--- src/bcdr_pkg.sv ---
`timescale 1ns / 1ps
`default_nettype none
// ----------------------------------------------------------------------------
// bcdr_pkg: shared definitions for the packed-BCD repacker
// Width codes, configuration register indexes and the nibble-weighting
// helpers used by the repacker.
// ----------------------------------------------------------------------------
package bcdr_pkg;

    localparam int WORD_W  = 32;
    localparam int VALUE_W = 28;
    localparam int PEND_W  = 24;
    localparam int CFG_IDX_W  = 2;
    localparam int CFG_DATA_W = 2;

    // Register indexes of the configuration port.
    localparam logic [CFG_IDX_W-1:0] CFG_INPUT_WIDTH  = 2'd0;
    localparam logic [CFG_IDX_W-1:0] CFG_OUTPUT_WIDTH = 2'd1;
    localparam logic [CFG_IDX_W-1:0] CFG_SKIP_ZEROS   = 2'd2;

    // Width codes; the unused code behaves as four bytes.
    localparam logic [1:0] WCODE_ONE = 2'd0;
    localparam logic [1:0] WCODE_TWO = 2'd1;

    typedef logic [WORD_W-1:0]  t_group;
    typedef logic [VALUE_W-1:0] t_value;

    localparam t_value BCD_WEIGHT [8] = '{
        28'd1, 28'd10, 28'd100, 28'd1000,
        28'd10000, 28'd100000, 28'd1000000, 28'd10000000
    };

    // Number of bytes for a width code.
    function automatic logic [2:0] size_of_code(input logic [1:0] code);
        logic [2:0] sz;
        case (code)
            WCODE_ONE: sz = 3'd1;
            WCODE_TWO: sz = 3'd2;
            default:   sz = 3'd4;
        endcase
        return sz;
    endfunction

    // Keeps the low nbytes bytes of x.
    function automatic t_group low_bytes(input t_group x, input logic [2:0] nbytes);
        t_group r;
        case (nbytes)
            3'd1:    r = {24'h000000, x[7:0]};
            3'd2:    r = {16'h0000, x[15:0]};
            3'd3:    r = {8'h00, x[23:0]};
            default: r = x;
        endcase
        return r;
    endfunction

    // Weights every nibble with its decimal power. Zero upper bytes add
    // nothing, so one form serves all group sizes.
    function automatic t_value bcd_to_bin(input t_group x);
        t_value v;
        v = '0;
        for (int k = 0; k < 8; k++) begin
            v = v + VALUE_W'(t_value'(x[k*4 +: 4]) * BCD_WEIGHT[k]);
        end
        return v;
    endfunction

endpackage
`default_nettype wire

--- src/bcd_repack_to_binary.sv ---
`timescale 1ns / 1ps
`default_nettype none
// ----------------------------------------------------------------------------
// bcd_repack_to_binary: packed-BCD words regrouped and converted to binary
// Input words of 1, 2 or 4 bytes are appended to a byte stream, cut into
// groups of 1, 2 or 4 bytes, and each group is weighted nibble by nibble.
//
// Usage: an input word is taken when i_in_valid is high and o_in_stall is
// low. Its bytes are sorted into groups in the cycle it is taken; the closed
// groups sit in a four-entry result buffer. A drain pointer moves one group
// per cycle, while the output is not stalled, into the output register,
// where the nibble weighting is done. A word yields 0 to 4 groups; words
// are taken at one a cycle when every word closes at most one group and
// the output is not stalled. The next word is taken in the cycle the last
// buffered group moves to the output register.
// While i_out_stall is high and a result word is valid, the output word
// holds and the buffer does not drain; o_in_stall is high while the buffer
// holds groups and its last group is not moving to the output register.
// Reset (i_rst_n low, synchronous) empties the buffer and the output
// register, clears the open group and zeroes the configuration registers;
// the buffered groups and the output value and flag are not reset.
// Configuration is written through i_cfg_we / i_cfg_idx / i_cfg_data.
// ----------------------------------------------------------------------------
module bcd_repack_to_binary
    import bcdr_pkg::*;
(
    input  wire logic                  i_clk,
    input  wire logic                  i_rst_n,
    // configuration
    input  wire logic                  i_cfg_we,
    input  wire logic [CFG_IDX_W-1:0]  i_cfg_idx,
    input  wire logic [CFG_DATA_W-1:0] i_cfg_data,
    // input words
    input  wire logic                  i_in_valid,
    output logic                       o_in_stall,
    input  wire logic [WORD_W-1:0]     i_bcd_word,
    input  wire logic                  i_final_word,
    // result words
    output logic                       o_out_valid,
    input  wire logic                  i_out_stall,
    output logic [VALUE_W-1:0]         o_binary_value,
    output logic                       o_final_result
);

    // Configuration registers.
    logic [1:0] r_in_width;
    logic [1:0] r_out_width;
    logic       r_skip_zeros;

    // Stream state.
    logic [PEND_W-1:0] r_pend_bytes;
    logic [1:0]        r_pend_cnt;
    logic              r_nz_seen;
    logic [PEND_W-1:0] n_pend_bytes;
    logic [1:0]        n_pend_cnt;
    logic              n_nz_seen;

    // Result buffer.
    t_group     r_grp [4];
    t_group     n_grp [4];
    logic [2:0] r_buf_cnt;
    logic [2:0] n_buf_cnt;
    logic [1:0] r_buf_idx;
    logic       r_buf_fin;

    // Output register.
    logic       r_out_valid;
    t_value     r_value;
    logic       r_final;

    logic [2:0] in_size;
    logic [2:0] grp_size;
    logic       buf_busy;
    logic       out_load;
    logic       take_last;
    logic       in_accept;

    assign in_size  = size_of_code(r_in_width);
    assign grp_size = size_of_code(r_out_width);

    assign buf_busy  = (r_buf_cnt != 3'd0);
    assign out_load  = buf_busy && (!r_out_valid || !i_out_stall);
    assign take_last = out_load && (({1'b0, r_buf_idx} + 3'd1) == r_buf_cnt);
    assign in_accept = i_in_valid && (!buf_busy || take_last);

    assign o_in_stall     = buf_busy && !take_last;
    assign o_out_valid    = r_out_valid;
    assign o_binary_value = r_value;
    assign o_final_result = r_final;

    // Configuration writes.
    always_ff @(posedge i_clk) begin
        if (!i_rst_n) begin
            r_in_width   <= '0;
            r_out_width  <= '0;
            r_skip_zeros <= 1'b0;
        end else if (i_cfg_we) begin
            unique case (i_cfg_idx)
                CFG_INPUT_WIDTH:  r_in_width   <= i_cfg_data[1:0];
                CFG_OUTPUT_WIDTH: r_out_width  <= i_cfg_data[1:0];
                CFG_SKIP_ZEROS:   r_skip_zeros <= i_cfg_data[0];
                default: ;
            endcase
        end
    end

    // Byte sorting: up to four bytes, most significant first, each either
    // closing a group, joining the open one or dropped as a skipped leading zero.
    always_comb begin
        logic [PEND_W-1:0] pend;
        logic [1:0]        pc;
        logic              nz;
        logic [2:0]        rc;
        logic [7:0]        b;
        logic [2:0]        pad;
        t_group            acc;
        pend = r_pend_bytes;
        pc   = r_pend_cnt;
        nz   = r_nz_seen;
        rc   = 3'd0;
        b    = 8'h00;
        pad  = 3'd0;
        acc  = '0;
        for (int k = 0; k < 4; k++) begin
            n_grp[k] = '0;
        end
        for (int k = 3; k >= 0; k--) begin
            b = i_bcd_word[k*8 +: 8];
            if (3'(k) < in_size) begin
                if (!(r_in_width == WCODE_ONE && r_skip_zeros && b == 8'h00 && !nz)) begin
                    nz = 1'b1;
                    if (({1'b0, pc} + 3'd1) >= grp_size) begin
                        // Only the newest group-size bytes count.
                        acc = {pend, b};
                        n_grp[rc[1:0]] = low_bytes(acc, grp_size);
                        rc   = rc + 3'd1;
                        pend = '0;
                        pc   = 2'd0;
                    end else begin
                        pend = {pend[15:0], b};
                        pc   = pc + 2'd1;
                    end
                end
            end
        end
        if (i_final_word) begin
            if (pc != 2'd0) begin
                // A short group is padded with zero bytes at its low end.
                if ({1'b0, pc} < grp_size) begin
                    pad = grp_size - {1'b0, pc};
                    acc = {8'h00, pend} << {pad, 3'b000};
                end else begin
                    acc = {8'h00, pend};
                end
                n_grp[rc[1:0]] = low_bytes(acc, grp_size);
                rc = rc + 3'd1;
            end
            pend = '0;
            pc   = 2'd0;
            nz   = 1'b0;
        end
        n_pend_bytes = pend;
        n_pend_cnt   = pc;
        n_nz_seen    = nz;
        n_buf_cnt    = rc;
    end

    // Stream state and result buffer.
    always_ff @(posedge i_clk) begin
        if (!i_rst_n) begin
            r_pend_bytes <= '0;
            r_pend_cnt   <= '0;
            r_nz_seen    <= 1'b0;
            r_buf_cnt    <= '0;
            r_buf_idx    <= '0;
        end else if (in_accept) begin
            r_pend_bytes <= n_pend_bytes;
            r_pend_cnt   <= n_pend_cnt;
            r_nz_seen    <= n_nz_seen;
            r_buf_cnt    <= n_buf_cnt;
            r_buf_idx    <= '0;
        end else if (out_load) begin
            if (take_last) begin
                r_buf_cnt <= '0;
            end else begin
                r_buf_idx <= r_buf_idx + 2'd1;
            end
        end
    end

    always_ff @(posedge i_clk) begin
        if (in_accept) begin
            r_grp     <= n_grp;
            r_buf_fin <= i_final_word;
        end
    end

    // Output register: one group a cycle while not stalled, weighted on the way in.
    always_ff @(posedge i_clk) begin
        if (!i_rst_n) begin
            r_out_valid <= 1'b0;
        end else if (out_load) begin
            r_out_valid <= 1'b1;
        end else if (!i_out_stall) begin
            r_out_valid <= 1'b0;
        end
    end

    always_ff @(posedge i_clk) begin
        if (out_load) begin
            r_value <= bcd_to_bin(r_grp[r_buf_idx]);
            r_final <= r_buf_fin && take_last;
        end
    end

endmodule
`default_nettype wire

--- config.mk ---
export PLATFORM = sky130hd
export DESIGN_NAME = bcd_repack_to_binary
export DESIGN_NICKNAME = d
export VERILOG_FILES = /design/src/bcdr_pkg.sv /design/src/bcd_repack_to_binary.sv
export SDC_FILE = /design/constraint.sdc
export NUM_CORES = 1
export LEC_CHECK = 0
export BUFFER_PORTS_ARGS = -buffer_cell sky130_fd_sc_hd__buf_2
export CAP_MARGIN = 20
export CORE_MARGIN = 4
export CORE_UTILIZATION = 39
export CTS_BUF_LIST = sky130_fd_sc_hd__clkbuf_4 sky130_fd_sc_hd__clkbuf_8
export CTS_CLUSTER_DIAMETER = 60
export CTS_CLUSTER_SIZE = 24
export DETAILED_ROUTE_END_ITERATION = 16
export PLACE_DENSITY = 0.57
export SETUP_SLACK_MARGIN = 0.5
export SLEW_MARGIN = 20
export SYNTH_ARGS = -nofsm -noshare
export SYNTH_HDL_FRONTEND = slang
export SYNTH_SLANG_ARGS = --single-unit
--- constraint.sdc ---
create_clock -name i_clk -period 12.2 [get_ports i_clk]
set_clock_uncertainty 0.05 [all_clocks]
set_input_delay 1.83 -clock i_clk [delete_from_list [all_inputs] [get_ports i_clk]]
set_output_delay 1.83 -clock i_clk [all_outputs]
set_load 0.1 [all_outputs]
Word level (Yosys, flattened, before mapping)
Index checks and enable logic that the tools add are counted.
{"block": "op_classes", "n_addsub": 22, "n_mul": 7, "div": 0, "order_cmp": 18, "n_eq_ne": 9, "shifts": 1, "mux": 102, "n_bitwise": 7, "n_reduce_logical": 45}
{"cell": "128-bit two-way mux", "n": 11}
{"cell": "32-bit two-way mux", "n": 21}
{"cell": "128-bit bitwise mux", "n": 4}
{"cell": "32-bit case mux with 3 select lines", "n": 5}
{"cell": "24-bit two-way mux", "n": 13}
{"cell": "32-bit demux with 2-bit select", "n": 4}
{"cell": "32-bit binary-select mux with 2-bit select", "n": 1}
{"cell": "3-bit two-way mux", "n": 14}
{"cell": "8-bit logical NOT", "n": 4}
{"cell": "24-bit by 6-bit << shifter with 32-bit output", "n": 1}
{"cell": "25-bit by 28-bit adder with 28-bit output", "n": 1}
{"cell": "2-bit two-way mux", "n": 13}
{"cell": "22-bit by 24-bit adder with 25-bit output", "n": 1}
{"cell": "19-bit by 21-bit adder with 22-bit output", "n": 1}
{"cell": "4-bit by 17-bit multiplier with 21-bit output (second input constant)", "n": 1}
{"cell": "15-bit by 18-bit adder with 19-bit output", "n": 1}
{"cell": "1-bit logical AND", "n": 18}
{"cell": "4-bit by 14-bit multiplier with 18-bit output (second input constant)", "n": 1}
{"cell": "4-bit by 12-bit multiplier with 16-bit output (second input constant)", "n": 1}
{"cell": "12-bit by 14-bit adder with 15-bit output", "n": 1}
{"cell": "2-bit by 1-bit adder with 3-bit output (second input constant)", "n": 5}
{"cell": "3-bit >= comparator (second input constant)", "n": 5}
{"cell": "2-bit inverter with 3-bit output", "n": 5}
{"cell": "4-bit by 10-bit multiplier with 14-bit output (second input constant)", "n": 1}
{"cell": "29 further kinds", "n": 78}
{"block": "word_totals", "register_bits": 196, "latch_bits": 0, "ram_bits": 0, "rom_bits": 0, "in_bits": 42, "elab_cells": 227, "n_memories": 0}

Depth between registers and ports, before layout
Gate-level depths: netlist (run 1).
{"block": "depth", "depth_word": 30, "mapped_depth": 43, "depth_no_buf": 37}

Worst setup path after synthesis (run 1)
Ideal clock, no wire load.
{"block": "synth_path", "path_kind": "input -> register", "from": "input i_bcd_word[27]", "to": "register r_grp[110] (netlist bit), data pin", "arrival_time_ns": 9.045, "path_slack_ns": 2.844, "cell_stages": 31, "n_path_buf": 3, "cell_sequence": "or4_1 > o31a_1 > a21boi_2 > inv_1 > ha_1 > nand2b_1 > maj3_2 > a21oi_1 > buf_2 > clkbuf_1 > nand3_1 > o21ai_0 > ha_1 > maj3_1 > nand2_1 > nand2_1 > o21ai_0 > ha_1 > nand2b_1 > maj3_1 > a21oi_1 > o311ai_1 > o21ai_2 > and2_1 > ha_1 > clkbuf_1 > o311ai_1 > o31a_1 > o21a_1 > o22ai_1 > a221o_1"}
{"item": "start, declared", "line": "bcd_repack_to_binary.sv:36", "text": "input wire logic [WORD_W-1:0] i_bcd_word,"}
{"item": "end signal, assigned", "line": "bcd_repack_to_binary.sv:193", "text": "r_grp <= n_grp;"}
{"item": "end, declared", "line": "bcd_repack_to_binary.sv:59", "text": "t_group r_grp [4];"}

==> impl_metrics.yaml, run 1 <==
cts:
  clkSlewWorstSetupHoldPaths_ns: 0.12
  clock_latency_ns: 0.59
  cts_tree: "built"
  postCtsResizedCells: 0
  hold_buffers: 0
  htreeDepth: 4
  root_buffer: "clkbuf_8"
  cts_max_path_buffers: 2
  post-cts-setup-buffers: 0
  clock_sinks: 196
  cts_made_buffers: 17
logic_synthesis:
  yosysUniqueCellTypes: 86
  ys_warn_count: 0
  synth_fp_nets: 2354
  avgSynthCellArea_sq_um: 9.38
  synth_ff_type: "edfxtp_1"
  synth-edff-count: 158
  syn-cell-area_sq_mm: 0.0191
  synth_cells: 2040
  async_flop_share_pct: 0
  yosys_register_bits: 196
  yosysSeqAreaShare_pct: 28.8
critical_path:
  r2r_start: "r_in_width[0]"
  endpoint_kind: "register"
  r2r_end: "r_grp[72]"
  crit_slowest_cell: "o21ai_2"
  worst-r2r-setup-slack_ns: 1.67
  arrival_ns: 11.02
  crit_required_ns: 12.57
  cp_slowest_stage_delay_ns: 0.78
  startpoint_type: "input pin"
  r2r_cells: 35
  path_class: "in2reg"
  cp_max_fo: 30
run_status:
  status: "completed"
hold_path:
  min_path_type: "reg2reg"
  min_to: "r_pend_bytes[19]"
  worstHoldPathCells: 2
  hold_path_startpoint: "r_pend_bytes[19]"
drt:
  drtAntennaViolNets: 0
  dr.pass1.iters: 6
  drt_iter0_drc: 1667
  drc: 0
  wire_per_inst_um: 25.3
  num_vias: 16922
  drt-total-wl_um: 68900
  vias_per_cell: 6.22
timing:
  setup_viol_count_final: 0
  maxSlewViolCount: 0
  min_period_ns: 10.65
  finalCritPeriodShare_pct: 87.3
  fmax_mhz: 93.9
  finalSetupTns_ns: 0
  hold_viol: 0
  tightest_slew_ns: 1.17
  rsz0062_at_grt: "false"
  relSlewSlack_pct: 21.5
die:
  core_sq_mm: 0.0481
  dieArea_sq_mm: 0.0527
  rows: 80
  start_util_pct: 39.7
  die_h_um: 229
  io_pins: 73
  chipWidth_um: 229
flow_run:
  cap_violations: 0
place:
  io_buffers: 72
  dp_hpwl_um: 50900
  gp_congestion: 1.04
finish:
  drive_above_1_share_pct: 10.9
  areaGrowthSynthToFinish_pct: 7.83
  nFillCells: 4694
  nets: 2364
  final_cell_mix: "202 x ha_1, 180 x nand2_1, 158 x edfxtp_1"
  antennaDiodeCount: 0
  final_common_cell: "ha_1"
global_routing:
  grt.total_usage_pct: 25.7
  antenna_found_initial: 0
  grt_pass1_wl_um: 103000
  grt_max_degree: 71
  grt_pass1_vias: 16801
  overflow: 0
[per-stage QoR]
stage	hold WS (ns)	util, %	cells	instance area (sq um)	worst slack [ns]
after CTS	0.438	42.8	2718	20600	1.68
after detailed placement	0.415	41.8	2686	20100	1.07
after floorplan	0.389	-	2040	19100	2.84
final	0.446	42.8	2719	20600	1.55
after global routing	0.464	42.8	2719	20600	1.00
after global placement	0.416	41.8	2686	20100	1.25
[critical path, delay by kind of cell]
family | cells | cell delay, ns
buf+inv | 4 | 0.61
compound gates | 10 | 3.13
mux | 1 | 0.48
simple gates | 11 | 2.34
fa+ha+maj | 8 | 2.61
[cells in the mapped netlist (all sizes together) (11+ instances only)]
| cell | number | share of area [%] |
|---|---|---|
| ha | 202 | 13 |
| nand2 | 182 | 3.6 |
| o21ai | 168 | 4.5 |
| edfxtp | 158 | 25 |
| inv | 141 | 2.8 |
| nor2 | 137 | 2.7 |
| a21oi | 120 | 3.2 |
| clkbuf | 70 | 1.4 |
| fa | 70 | 7.3 |
| buf | 51 | 1.5 |
| a31oi | 50 | 1.8 |
| xnor2 | 50 | 2.3 |
| o22ai | 41 | 1.3 |
| and2 | 39 | 1.3 |
| dfxtp | 38 | 4.0 |
| nand3 | 37 | 0.97 |
| mux4 | 32 | 3.8 |
| a221oi | 31 | 1.4 |
| nand2b | 27 | 0.88 |
| xor2 | 25 | 1.1 |
| a211oi | 23 | 1.1 |
| o221ai | 23 | 1.1 |
| a32o | 22 | 1.2 |
| o21a | 21 | 0.82 |
| a21o | 20 | 0.78 |
| a22oi | 20 | 0.78 |
| nor3 | 18 | 0.47 |
| o211ai | 18 | 0.71 |
| mux2i | 17 | 0.89 |
| nor2b | 17 | 0.56 |
| and3 | 15 | 0.49 |
| a221o | 14 | 0.73 |
| a22o | 11 | 0.50 |
[sequential cells by signal, summed over array words and instances, names as in the netlist]
signal          cells
o_binary_value     28
o_final_result      1
o_out_valid         1
r_buf_cnt           3
r_buf_fin           1
r_buf_idx           2
r_grp             128
r_in_width          2
r_nz_seen           1
r_out_width         2
r_pend_bytes       24
r_pend_cnt          2
r_skip_zeros        1
[area by class of cell]
| type | instances | area, sq um | area share [%] |
|---|---|---|---|
| inverters | 143 | 539 | 2.61 |
| clock buffers | 17 | 234 | 1.13 |
| repair buffers | 112 | 693 | 3.36 |
| flip-flops and latches | 196 | 5510 | 26.7 |
| clock inverters | 15 | 235 | 1.14 |
| well taps | 656 | 821 | 3.98 |
| multi-input cells | 1580 | 12600 | 61.1 |
[routing by layer]
layer | share of wire (%) | global-route usage, % | wire length [um]
met1 | 40 | 32.0 | 27900
met2 | 46 | 42.3 | 31900
met3 | 7.2 | 4.62 | 4980
met4 | 6.0 | 14.1 | 4120
met5 | 0 | 0 | 0
[worst max path at each step]
| stage | cells after the start | slack (ns) | endpoint | start |
|---|---|---|---|---|
| floorplan | 31 | 2.84 | r_grp[110] | i_bcd_word[27] |
| global placement | 34 | 1.25 | r_grp[79] | i_bcd_word[27] |
| detailed placement | 34 | 1.07 | r_grp[72] | i_bcd_word[27] |
| CTS | 34 | 1.68 | r_grp[72] | i_bcd_word[27] |
| global route | 35 | 1.00 | r_grp[15] | r_in_width[0] |
| finish | 34 | 1.55 | r_grp[72] | i_bcd_word[27] |
[logic make-up after synthesis]
kind of cell | after synthesis | share of synthesized area (%)
buffers and inverters | 264 | 5.68
flip-flops | 196 | 28.8
XOR/XNOR | 75 | 3.47
adder cells (fa/ha/maj) | 276 | 20.8
multiplexers | 50 | 4.72
AO/OA/AOI/OAI | 672 | 24.3
AND/OR/NAND/NOR | 507 | 12.2
Power of run 1 is not shown: default switching activity piles up to over one toggle a cycle in this logic, so the estimate is an artifact.
==> run 2, diff against run 1 <==
Settings changed: PLACE_DENSITY 0.57 to not set.
==> run 2 against run 1 <==
  * Non-clock buffer count shrank 4
  * Critical path depth grew 3
  * Via count shrank 0.51%
  * First-iteration DRC count grew 0.18%
  * Flip-flop and latch count is the same
  * Critical path type is now reg2reg
  * Count of clock-buffer cells in the layout is the same
  * Wire length shrank 2.7%
  * Setup slack gained 0.10 ns
  * Global-route usage shrank 0.48 points
  * Maximum frequency grew 0.98%
  * Sequential share of layout area grew 0.10 points
  * Core utilization shrank 0.16 points
  * Highest routed layer unchanged
==> impl_metrics.yaml, run 2 (synthesis gave the netlist of run 1 again) <==
run_status:
  status: "completed"
critical_path:
  r2r_start: "r_out_width[1]"
  crit_path_frequent_cell: "ha_1"
  arrival_ns: 10.80
  path_class: "reg2reg"
  r2r_cells: 37
  worst-r2r-setup-slack_ns: 1.66
  startpoint: "r_out_width[1]"
  r2r_end: "r_grp[87]"
  endpoint_kind: "register"
  crit_required_ns: 12.45
  cp_slowest_stage_delay_ns: 0.66
  startpoint_type: "register"
  crit_slowest_cell: "or2_2"
  cp_max_fo: 36
timing:
  relSlewSlack_pct: 23.9
  setup_viol_count_final: 0
  hold_viol: 0
  finalSetupTns_ns: 0
  min_period_ns: 10.54
  maxSlewViolCount: 0
  rsz0062_at_grt: "false"
  fmax_mhz: 94.8
  finalCritPeriodShare_pct: 86.4
  tightest_slew_ns: 1.14
global_routing:
  grt.total_usage_pct: 25.2
  grt_pass1_vias: 16798
  antenna_found_initial: 1
  grt_pass1_wl_um: 102000
  overflow: 0
  grt_max_degree: 76
hold_path:
  min_path_type: "reg2reg"
  hold_path_startpoint: "r_pend_bytes[19]"
  min_to: "r_pend_bytes[19]"
  worstHoldPathCells: 2
drt:
  drt-total-wl_um: 67100
  num_vias: 16836
  dr.pass1.iters: 6
  drtAntennaViolNets: 0
  vias_per_cell: 6.20
  drc: 0
  drt_iter0_drc: 1670
  wire_per_inst_um: 24.7
cts:
  htreeDepth: 4
  cts_made_buffers: 17
  cts_tree: "built"
  clock_sinks: 196
  cts_max_path_buffers: 2
  hold_buffers: 0
  clkSlewWorstSetupHoldPaths_ns: 0.13
  postCtsResizedCells: 0
  root_buffer: "clkbuf_8"
  post-cts-setup-buffers: 0
  clock_latency_ns: 0.61
finish:
  final_cell_mix: "202 x ha_1, 180 x nand2_1, 158 x edfxtp_1"
  final_common_cell: "ha_1"
  nets: 2360
  seq_area_sq_mm: 0.00551
  nFillCells: 4784
  top_register: "r_grp"
  multi_input_area_sq_mm: 0.0126
  fin_cells: 2716
  areaGrowthSynthToFinish_pct: 7.42
  largest_reg_flops: 128
  drive_above_1_share_pct: 10.9
  design_area_sq_mm: 0.0205
place:
  place_inst: 2682
  place_area_sq_mm: 0.0201
  io_buffers: 72
  gp_congestion: 1.03
  dp_hpwl_um: 49800
die:
  core_sq_mm: 0.0481
  dieArea_sq_mm: 0.0527
  chipWidth_um: 229
  start_util_pct: 39.7
  io_pins: 73
  rows: 80
  die_h_um: 229
flow_run:
  cap_violations: 0
-- run 2: cell count changes in the layout (fill, tap and decap cells not counted), moves of 2 or more --
cell       before  now
buf_4          38   35
and3_1         14   12
and3_2          1    3
bufinv_16       4    2
inv_8           3    5
-- run 2: worst max path at each step --
stage                      end  slack (ns)
finish               r_grp[87]        1.66
global route         r_grp[87]        0.99
CTS                  r_grp[15]        1.84
detailed placement   r_grp[15]        1.25
global placement     r_grp[79]        1.44
floorplan           r_grp[110]        2.84
-- run 2: metal layers --
| metal | wire [um] | global-route usage, % | up-vias | share of wire (%) |
|---|---|---|---|---|
| met5 | 0 | 0 | - | 0 |
| met4 | 3480 | 11.9 | 0 | 5.2 |
| met3 | 5270 | 6.40 | 176 | 7.9 |
| met2 | 31100 | 40.7 | 727 | 46 |
| met1 | 27300 | 31.7 | 8279 | 41 |
| li1 | - | - | 7654 | - |
-- run 2: area by class of cell --
class / count / area share [%]
Clock inverter: 15 / 0.974
Timing Repair Buffer: 108 / 3.11
Multi-Input combinational cell: 1580 / 61.3
Inverter: 143 / 2.62
Clock buffer: 17 / 1.14
Tap cell: 656 / 3.99
Antenna cell: 1 / 0.0122
Sequential cell: 196 / 26.8
-- run 2: through the flow --
stage	utilization (%)	worst slack, ns	hold WS (ns)
detailed placement	41.7	1.25	0.424
finish	42.7	1.66	0.451
global placement	41.7	1.44	0.414
global route	42.7	0.990	0.466
floorplan	-	2.84	0.389
CTS	42.6	1.84	0.448
-- run 2: worst max-delay path: cells and delay by family, from the launching register on --
kind / cells / cell delay [ns]
mux: 2 / 0.64
fa+ha+maj: 9 / 2.99
compound gates: 10 / 2.42
flops: 1 / 0.61
buf+inv: 4 / 0.63
simple gates: 12 / 2.87
Power of run 2 is left out for the same reason.
